==> config.mk <==
export PLATFORM = sky130hd
export DESIGN_NAME = solid_color_block_encode
export DESIGN_NICKNAME = d
export VERILOG_FILES = /design/src/rtl/scbe_pkg.sv /design/src/rtl/solid_color_block_encode.sv /design/src/rtl/scbe_quant.sv /design/src/rtl/scbe_score.sv /design/src/rtl/scbe_pack.sv
export SDC_FILE = /design/constraint.sdc
export NUM_CORES = 1
export LEC_CHECK = 0
export BUFFER_PORTS_ARGS = -buffer_cell sky130_fd_sc_hd__buf_2
export CAP_MARGIN = 20
export CORE_ASPECT_RATIO = 0.9
export CORE_MARGIN = 2
export CORE_UTILIZATION = 30
export DETAILED_ROUTE_END_ITERATION = 7
export GPL_TIMING_DRIVEN = 0
export HOLD_SLACK_MARGIN = 0.1
export MAX_ROUTING_LAYER = met4
export PLACE_DENSITY = 0.55
export SYNTH_ARGS = -nofsm -noshare
export SYNTH_HDL_FRONTEND = slang
export SYNTH_SLANG_ARGS = --single-unit
==> constraint.sdc <==
create_clock -name clock -period 5.7 [get_ports clock]
set_input_delay 0.285 -clock clock [delete_from_list [all_inputs] [get_ports clock]]
set_output_delay 0.285 -clock clock [all_outputs]
set_load 0.01 [all_outputs]
==> src/rtl/scbe_pkg.sv <==
// ----------------------------------------------------------------------------
// Solid color block encoder package
// Shared item types, stage records and constants of the solid color encoder.
// ----------------------------------------------------------------------------
package scbe_pkg;

   typedef struct packed {
      logic [7:0] blue_level;
      logic [7:0] green_level;
      logic [7:0] red_level;
   } req_item_type;

   typedef struct packed {
      logic [15:0] first_endpoint;
      logic [15:0] second_endpoint;
      logic [1:0]  selector;
      logic [63:0] block_word;
   } rsp_item_type;

   typedef struct packed {
      logic [5:0]  level;
      logic [11:0] scaled;
      logic        den7;
   } chan_type;

   typedef struct packed {
      logic     valid;
      chan_type red;
      chan_type green;
      chan_type blue;
   } quant_stage_type;

   typedef struct packed {
      logic        valid;
      logic [15:0] c1;
      logic [15:0] c2;
      logic [4:0]  sum;
      logic [1:0]  count;
   } score_stage_type;

   localparam logic [4:0]  SCORE_FULL   = 5'd12;
   localparam logic [4:0]  SCORE_LOW    = 5'd2;
   localparam logic [4:0]  SCORE_MID    = 5'd6;
   localparam logic [4:0]  SCORE_HIGH   = 5'd10;
   localparam logic [15:0] ENDPOINT_MAX = 16'hFFFF;

   localparam int RECIP7       = 4682;
   localparam int RECIP7_SHIFT = 15;
   localparam int RECIP3       = 11;
   localparam int RECIP3_SHIFT = 5;

   localparam logic [1:0] SEL_FIRST      = 2'd0;
   localparam logic [1:0] SEL_SECOND     = 2'd1;
   localparam logic [1:0] SEL_NEAR_FIRST = 2'd2;
   localparam logic [1:0] SEL_NEAR_SEC   = 2'd3;

   localparam logic CSR_MODE_INDEX = 1'b0;

endpackage

==> src/rtl/solid_color_block_encode.sv <==
// ----------------------------------------------------------------------------
// Solid color block encoder
// Turns one 8-bit blue, green, red color into a 64-bit 5:6:5 color block.
// ----------------------------------------------------------------------------
// The block takes one item in every clock cycle while busy is low and
// returns its results in the order of the items, through three register
// stages (quantize, score, pack). busy is high only during reset and in the
// first cycle after it. A result is shown on rsp_item for one cycle with
// rsp_strobe high and cannot be held off. The deduced alpha mode register
// lies at byte address 0 of the csr port and should be written only while
// no item is in flight.
module solid_color_block_encode (
   input  logic                   clock,
   input  logic                   reset,
   input  logic                   start,
   output logic                   busy,
   input  scbe_pkg::req_item_type req_item,
   output logic                   rsp_strobe,
   output scbe_pkg::rsp_item_type rsp_item,
   input  logic                   csr_psel,
   input  logic                   csr_penable,
   input  logic                   csr_pwrite,
   input  logic [2:0]             csr_paddr,
   input  logic [31:0]            csr_pwdata,
   output logic [31:0]            csr_prdata,
   output logic                   csr_pready
);
   import scbe_pkg::*;

   logic            busy_ff;
   logic            busy_in;
   logic            mode_ff;
   logic            mode_in;
   logic            csr_write;
   logic            req_accept;
   quant_stage_type quant_stage;
   score_stage_type score_stage;

   assign csr_pready = 1'b1;
   assign csr_write  = csr_psel && csr_penable && csr_pwrite && csr_pready;
   assign req_accept = start && !busy_ff;
   assign busy_in    = reset;

   always_comb begin
      mode_in = mode_ff;
      if (csr_write && csr_paddr[2] == CSR_MODE_INDEX) begin
         mode_in = csr_pwdata[0];
      end
   end

   always_ff @(posedge clock) begin
      busy_ff <= busy_in;
      if (reset) begin
         mode_ff <= 1'b0;
      end else begin
         mode_ff <= mode_in;
      end
   end

   assign csr_prdata = (csr_paddr[2] == CSR_MODE_INDEX) ? {31'd0, mode_ff} : 32'd0;
   assign busy       = busy_ff;

   scbe_quant u_quant (
      .clock     (clock),
      .reset     (reset),
      .in_valid  (req_accept),
      .in_item   (req_item),
      .out_stage (quant_stage)
   );

   scbe_score u_score (
      .clock     (clock),
      .reset     (reset),
      .in_stage  (quant_stage),
      .out_stage (score_stage)
   );

   scbe_pack u_pack (
      .clock      (clock),
      .reset      (reset),
      .mode       (mode_ff),
      .in_stage   (score_stage),
      .out_strobe (rsp_strobe),
      .out_item   (rsp_item)
   );

endmodule

==> src/rtl/scbe_quant.sv <==
// ----------------------------------------------------------------------------
// Solid color block encoder, quantize stage
// Truncates each channel to its 5:6:5 level and scales the residual by 12.
// ----------------------------------------------------------------------------
module scbe_quant (
   input  logic                 clock,
   input  logic                 reset,
   input  logic                 in_valid,
   input  scbe_pkg::req_item_type in_item,
   output scbe_pkg::quant_stage_type out_stage
);
   import scbe_pkg::*;

   quant_stage_type s1_ff;
   quant_stage_type s1_in;

   function automatic chan_type quant5(logic [7:0] x);
      logic [7:0] trimmed;
      logic [4:0] q;
      logic [7:0] expanded;
      logic [7:0] diff;
      chan_type   c;
      trimmed  = x - (x >> 5);
      q        = trimmed[7:3];
      expanded = {q, 3'b000} + 8'(q >> 2);
      diff     = x - expanded;
      c.level  = {1'b0, q};
      c.scaled = {1'b0, diff, 3'b000} + {2'b00, diff, 2'b00};
      c.den7   = q[0] & q[4];
      return c;
   endfunction

   function automatic chan_type quant6(logic [7:0] x);
      logic [7:0] trimmed;
      logic [5:0] q;
      logic [7:0] expanded;
      logic [7:0] diff;
      chan_type   c;
      trimmed  = x - (x >> 6);
      q        = trimmed[7:2];
      expanded = {q, 2'b00} + 8'(q >> 4);
      diff     = x - expanded;
      c.level  = q;
      c.scaled = {1'b0, diff, 3'b000} + {2'b00, diff, 2'b00};
      c.den7   = 1'b0;
      return c;
   endfunction

   always_comb begin
      s1_in.valid = in_valid;
      s1_in.red   = quant5(in_item.red_level);
      s1_in.green = quant6(in_item.green_level);
      s1_in.blue  = quant5(in_item.blue_level);
   end

   always_ff @(posedge clock) begin
      if (reset) begin
         s1_ff <= '0;
      end else begin
         s1_ff <= s1_in;
      end
   end

   assign out_stage = s1_ff;

endmodule

==> src/rtl/scbe_score.sv <==
// ----------------------------------------------------------------------------
// Solid color block encoder, score stage
// Forms channel scores, picks endpoint levels, sums the votes and counts split channels.
// ----------------------------------------------------------------------------
module scbe_score (
   input  logic                      clock,
   input  logic                      reset,
   input  scbe_pkg::quant_stage_type in_stage,
   output scbe_pkg::score_stage_type out_stage
);
   import scbe_pkg::*;

   typedef struct packed {
      logic [6:0] first;
      logic [6:0] second;
      logic       differ;
      logic [3:0] vote;
   } pick_type;

   score_stage_type s2_ff;
   score_stage_type s2_in;
   pick_type        red_pick;
   pick_type        green_pick;
   pick_type        blue_pick;

   function automatic pick_type eval_chan(chan_type ch);
      logic [24:0] recip;
      logic [8:0]  score;
      logic [6:0]  lvl;
      logic [6:0]  inc;
      pick_type    p;
      recip = 25'(ch.scaled) * 25'(RECIP7);
      score = ch.den7 ? 9'(recip >> RECIP7_SHIFT) : 9'(ch.scaled >> 3);
      lvl   = {1'b0, ch.level};
      inc   = lvl + 7'd1;
      p.differ = 1'b1;
      if (score < 9'(SCORE_LOW)) begin
         p.first  = lvl;
         p.second = lvl;
         p.differ = 1'b0;
      end else if (score < 9'(SCORE_MID)) begin
         p.first  = lvl;
         p.second = inc;
      end else if (score < 9'(SCORE_HIGH)) begin
         p.first  = inc;
         p.second = lvl;
      end else begin
         p.first  = inc;
         p.second = inc;
         p.differ = 1'b0;
      end
      if (!p.differ) begin
         p.vote = 4'd0;
      end else if (score < 9'(SCORE_MID)) begin
         p.vote = score[3:0];
      end else begin
         p.vote = 4'(SCORE_FULL - {1'b0, score[3:0]});
      end
      return p;
   endfunction

   always_comb begin
      red_pick    = eval_chan(in_stage.red);
      green_pick  = eval_chan(in_stage.green);
      blue_pick   = eval_chan(in_stage.blue);
      s2_in.valid = in_stage.valid;
      s2_in.c1    = 16'(red_pick.first) | (16'(green_pick.first) << 5)
                    | (16'(blue_pick.first) << 11);
      s2_in.c2    = 16'(red_pick.second) | (16'(green_pick.second) << 5)
                    | (16'(blue_pick.second) << 11);
      s2_in.sum   = 5'(red_pick.vote) + 5'(green_pick.vote) + 5'(blue_pick.vote);
      s2_in.count = 2'(red_pick.differ) + 2'(green_pick.differ)
                    + 2'(blue_pick.differ);
   end

   always_ff @(posedge clock) begin
      if (reset) begin
         s2_ff <= '0;
      end else begin
         s2_ff <= s2_in;
      end
   end

   assign out_stage = s2_ff;

endmodule

==> src/rtl/scbe_pack.sv <==
// ----------------------------------------------------------------------------
// Solid color block encoder, pack stage
// Averages the votes, separates and orders the endpoints, picks the selector
// and registers the finished block.
// ----------------------------------------------------------------------------
module scbe_pack (
   input  logic                      clock,
   input  logic                      reset,
   input  logic                      mode,
   input  scbe_pkg::score_stage_type in_stage,
   output logic                      out_strobe,
   output scbe_pkg::rsp_item_type    out_item
);
   import scbe_pkg::*;

   localparam logic [4:0] AVG_SPLIT_LO = 5'd5;
   localparam logic [4:0] AVG_SPLIT_HI = 5'd6;

   logic         strobe_ff;
   logic         strobe_in;
   rsp_item_type item_ff;
   rsp_item_type item_in;

   logic [5:0]  plus1;
   logic [9:0]  third;
   logic [4:0]  avg;
   logic        special;
   logic [15:0] c1n;
   logic [15:0] c2n;
   logic [4:0]  adj;
   logic [15:0] hi;
   logic [15:0] lo;
   logic [4:0]  fin;
   logic [1:0]  sel;

   always_comb begin
      plus1 = {1'b0, in_stage.sum} + 6'd1;
      third = 10'(plus1) * 10'(RECIP3);
      case (in_stage.count)
         2'd0: avg = 5'd0;
         2'd1: avg = in_stage.sum;
         2'd2: avg = plus1[5:1];
         2'd3: avg = 5'(third >> RECIP3_SHIFT);
         default: avg = 5'd0;
      endcase

      special = mode && (avg == AVG_SPLIT_LO || avg == AVG_SPLIT_HI
                         || in_stage.count != 2'd0);

      c1n = in_stage.c1;
      c2n = in_stage.c2;
      adj = avg;
      if (in_stage.count != 2'd0 && !special) begin
         if (in_stage.c2 == ENDPOINT_MAX) begin
            adj = SCORE_FULL;
            c1n = in_stage.c1 - 16'd1;
         end else begin
            adj = 5'd0;
            c2n = in_stage.c2 + 16'd1;
         end
      end

      if (c2n >= c1n) begin
         hi  = c2n;
         lo  = c1n;
         fin = SCORE_FULL - adj;
      end else begin
         hi  = c1n;
         lo  = c2n;
         fin = adj;
      end

      if (special) begin
         sel = SEL_NEAR_FIRST;
      end else if (fin < SCORE_LOW) begin
         sel = SEL_FIRST;
      end else if (fin < SCORE_MID) begin
         sel = SEL_NEAR_FIRST;
      end else if (fin < SCORE_HIGH) begin
         sel = SEL_NEAR_SEC;
      end else begin
         sel = SEL_SECOND;
      end

      strobe_in               = in_stage.valid;
      item_in.first_endpoint  = hi;
      item_in.second_endpoint = lo;
      item_in.selector        = sel;
      item_in.block_word      = {{16{sel}}, lo, hi};
   end

   always_ff @(posedge clock) begin
      item_ff <= item_in;
      if (reset) begin
         strobe_ff <= 1'b0;
      end else begin
         strobe_ff <= strobe_in;
      end
   end

   assign out_strobe = strobe_ff;
   assign out_item   = item_ff;

endmodule

==> results.sh <==
export IMPL_swShare_pct=47.1
export IMPL_crit_chain="ha_4 > ha_4 > inv_2 > fa_1 > inv_2 > fa_1 > ha_4 > a211oi_2 > o21ai_1 > and3b_1 > a211o_1 > xor2_1 > mux2i_1 > nand3_2 > buf_6 > a211o_1 > fa_2 > inv_2 > ha_4 > a21o_1 > a21oi_2 > xnor2_1 > nor2_1"
export IMPL_fin_area_sq_um=15500
export IMPL_cts_made_buffers=17
export IMPL_synthTopCellsByCount="236 x ha_1, 197 x inv_1, 125 x dfxtp_1"
export IMPL_portBuffers=132
export IMPL_slew_headroom_pct=39.4
export IMPL_preCtsSetupSlack_ps=-589
export IMPL_synth_main_ff_cell="dfxtp_1"
export IMPL_nets=2070
export IMPL_clock_sinks=125
export IMPL_fin_cells=2291
export IMPL_worst_slew_pin_slew_ps=909
export IMPL_h_tree_depth=4
export IMPL_muxShareOfSynthArea_pct=2.37
export IMPL_dp_cells=2229
export IMPL_fin_crit_sh_pct=96.7
export IMPL_share_comb_of_total_power_pct=71.4
export IMPL_seq_power_share_pct=16.6
export IMPL_power_density_nw_per_um2=558
export IMPL_cts_clk_slew_worst_paths_ps=60
export IMPL_syn_inst=1517
export IMPL_synth_top_area_share_pct=23.0
export IMPL_path_buf_inv=4
export IMPL_synth_compound_gate_area_share_pct=13.6
export IMPL_vias=10500
export IMPL_yosysTopAreaCell="ha_1"
export IMPL_crit_slowest_cell="fa_2"
export IMPL_synth_top_family_by_area="adder cells"
export IMPL_fin_total_pwr_mw=8.65
export IMPL_routed_wl_met2_um=13600
export IMPL_p_leak_nw=7.78
export IMPL_async_reset_ff_share_pct=0
export IMPL_ys_warn_count=0
export IMPL_pwr_share_clk_pct=12.0
export IMPL_whs_ps=202
export IMPL_grt_overflow_total=0
export IMPL_io_pins=198
export IMPL_status="completed"
export IMPL_ir_worst_vdd_v=0.000261
export IMPL_required_ps=5990
export IMPL_grt_max_degree=18
export IMPL_post_dp_cell_area_sq_um=14300
export IMPL_p_int_mw=4.58
export IMPL_wl_met1_um=15000
export IMPL_synth_xor_area_share_pct=7.88
export IMPL_slowest_delay_ps=580
export IMPL_drt_vias_per_instance=4.58
export IMPL_grt_pass1_vias=10100
export IMPL_drive_gt1_share_pct=21.5
export IMPL_dieArea_sq_um=44500
export IMPL_yosysSeqAreaShare_pct=19.5
export IMPL_cts_tree="built"
export IMPL_hpwl_um=24600
export IMPL_synth_simple_gate_area_share_pct=15.6
export IMPL_layout_setup_ws_ps=189
export IMPL_syn_area_sq_um=12900
export IMPL_synth_seq_cells=125
export IMPL_finClkSkew_ps=10.6
export IMPL_initial_utilization_pct=30.6
export IMPL_root_buffer="clkbuf_16"
export IMPL_synth_area_leaders="ha_1 23%, dfxtp_1 19%, fa_1 5.9%, inv_1 5.8%, buf_4 5.6%"
export IMPL_synth_avg_cell_area_sq_um=8.48
export IMPL_hold_class="in -> reg"
export IMPL_wire_per_inst_um=13.2
export IMPL_arrival_ps=5800
export IMPL_top_layer_used="met4"
export IMPL_setup_viol=0
export IMPL_clock_fmax_mhz=181
export IMPL_first_iter_violations=329
export IMPL_cp_top_family="adder cells"
export IMPL_crit_fanout=4
export IMPL_synthMostInstantiatedCell="ha_1"
export IMPL_end_kind="register"
export IMPL_yosys_cell_types_count=84
export IMPL_clockBufferDepth=2
export IMPL_antenna_found_initial=1
export IMPL_drt_pass1_iter_count=5
export IMPL_fin_setup_tns_ps=0
export IMPL_grt_pass1_wl_um=49500
export IMPL_syn2layout_area_growth_pct=20.7
export IMPL_cp_start_kind="register"
export IMPL_hold_violations=0
export IMPL_core_sq_um=42000
export IMPL_wl_met3_um=1070
export IMPL_utilization_pct=36.9
export IMPL_path_common_cell="ha_4"
export IMPL_fin_crit_ps=5510
export IMPL_maxCapViolCount=0
export IMPL_p_switching_mw=4.07
export IMPL_rows=71
export IMPL_crit_type="reg -> reg"
export IMPL_yosys_area_share_adder_pct=28.9
export IMPL_synth_edf_count=0
export IMPL_gp_congestion=0.840
export IMPL_insertion_delay_ps=440
export IMPL_final_max_slew_violation_count=0
export IMPL_wl_um=30100
export IMPL_antenna_left=0
export IMPL_drc=0
export IMPL_gr_usage_all_layers_pct=14.0
export IMPL_rsz0062_at_grt="true"
export IMPL_die_x_um=222
export IMPL_die_y_um=200
cell families after synthesis:
group           Yosys count
flops                   125
fa+ha+maj               274
simple gates            399
xor+xnor                114
compound gates          254
mux                      30
buf+inv                 319
other cells               2
registers in the layout (all words and copies together), names as in the netlist:
signal	flops
u_quant.out_stage	48
u_score.out_stage	40
u_pack.out_item	34
busy	1
mode_ff	1
u_pack.out_strobe	1
repair_timing:
| action | in CTS | in global routing |
|---|---|---|
| endpoints found under the setup margin | 4 | 3 |
| resized for setup | 21 | 66 |
| hold buffers | 3 | 0 |
| pin swaps | 7 | 38 |
| setup buffers | 5 | 22 |
| endpoints found under the hold margin | 3 | 0 |
routing by layer:
layer  up-vias  GRT usage, %
li1       5477             -
met1      4794          18.2
met2       199          22.2
met3        30          2.42
met4         0          3.84
met5         -             -
worst reg2reg max path, stage by stage, from the launching register on:
cell	delay (ps)
dfxtp_4	360
ha_4	270
ha_4	270
inv_2	30
fa_1	520
inv_2	50
fa_1	570
ha_4	230
a211oi_2	200
o21ai_1	100
and3b_1	170
a211o_1	330
xor2_1	180
mux2i_1	220
nand3_2	140
buf_6	150
a211o_1	240
fa_2	580
inv_2	50
ha_4	210
a21o_1	180
a21oi_2	130
xnor2_1	130
nor2_1	50
power by group through the flow:
| stage | clock network (mW) | registers, mW | logic (mW) |
|---|---|---|---|
| final | 1.04 | 1.44 | 6.18 |
| after global routing | 1.10 | 1.48 | 7.00 |
| after CTS | 1.07 | 1.43 | 5.60 |
| after detailed placement | 0 | 1.44 | 5.44 |
| after global placement | 0 | 1.43 | 5.38 |
| after floorplan | 0 | 1.38 | 4.15 |
cell type report:
| type | instances | area (sq um) |
|---|---|---|
| Antenna cell | 1 | 2.50 |
| Buffer | 121 | 831 |
| Clock buffer | 19 | 453 |
| Clock inverter | 12 | 111 |
| Fill cell | 4306 | 26500 |
| Inverter | 198 | 743 |
| Multi-Input combinational cell | 1106 | 9250 |
| Sequential cell | 125 | 2540 |
| Tap cell | 547 | 684 |
| Timing Repair Buffer | 162 | 893 |
cell usage in the layout, fill, tap and decap left out, types with 7 or more instances in the layout:
master,count
o21ai_0,31
a21o_1,23
o21a_1,10
clkbuf_1,21
xor2_1,33
conb_1,35
nor3_1,28
o21bai_1,15
dfxtp_4,8
nand2_1,62
dfxtp_2,9
nor4_1,8
o21ai_1,8
ha_1,222
clkbuf_16,17
and2_1,13
inv_1,194
dfxtp_1,108
and3_1,11
nand4_1,12
buf_2,133
a211oi_1,7
nand2b_1,28
nor2b_1,34
buf_4,123
fa_1,36
ha_4,11
mux2i_1,26
nor2_1,120
a21oi_1,73
xnor2_1,80
a31oi_1,11
nand3_1,34
worst paths after layout:
path / from / to / slack, ps / cells past startpoint
hold reg to reg: busy / u_quant.out_stage[57] / 410 / 1
hold / removal: req_item[15] / u_quant.out_stage[37] / 200 / 3
setup / recovery: u_quant.out_stage[6] / u_score.out_stage[6] / 190 / 23
setup reg to reg: u_quant.out_stage[6] / u_score.out_stage[6] / 190 / 23
Power figures use the tool's default switching activity.
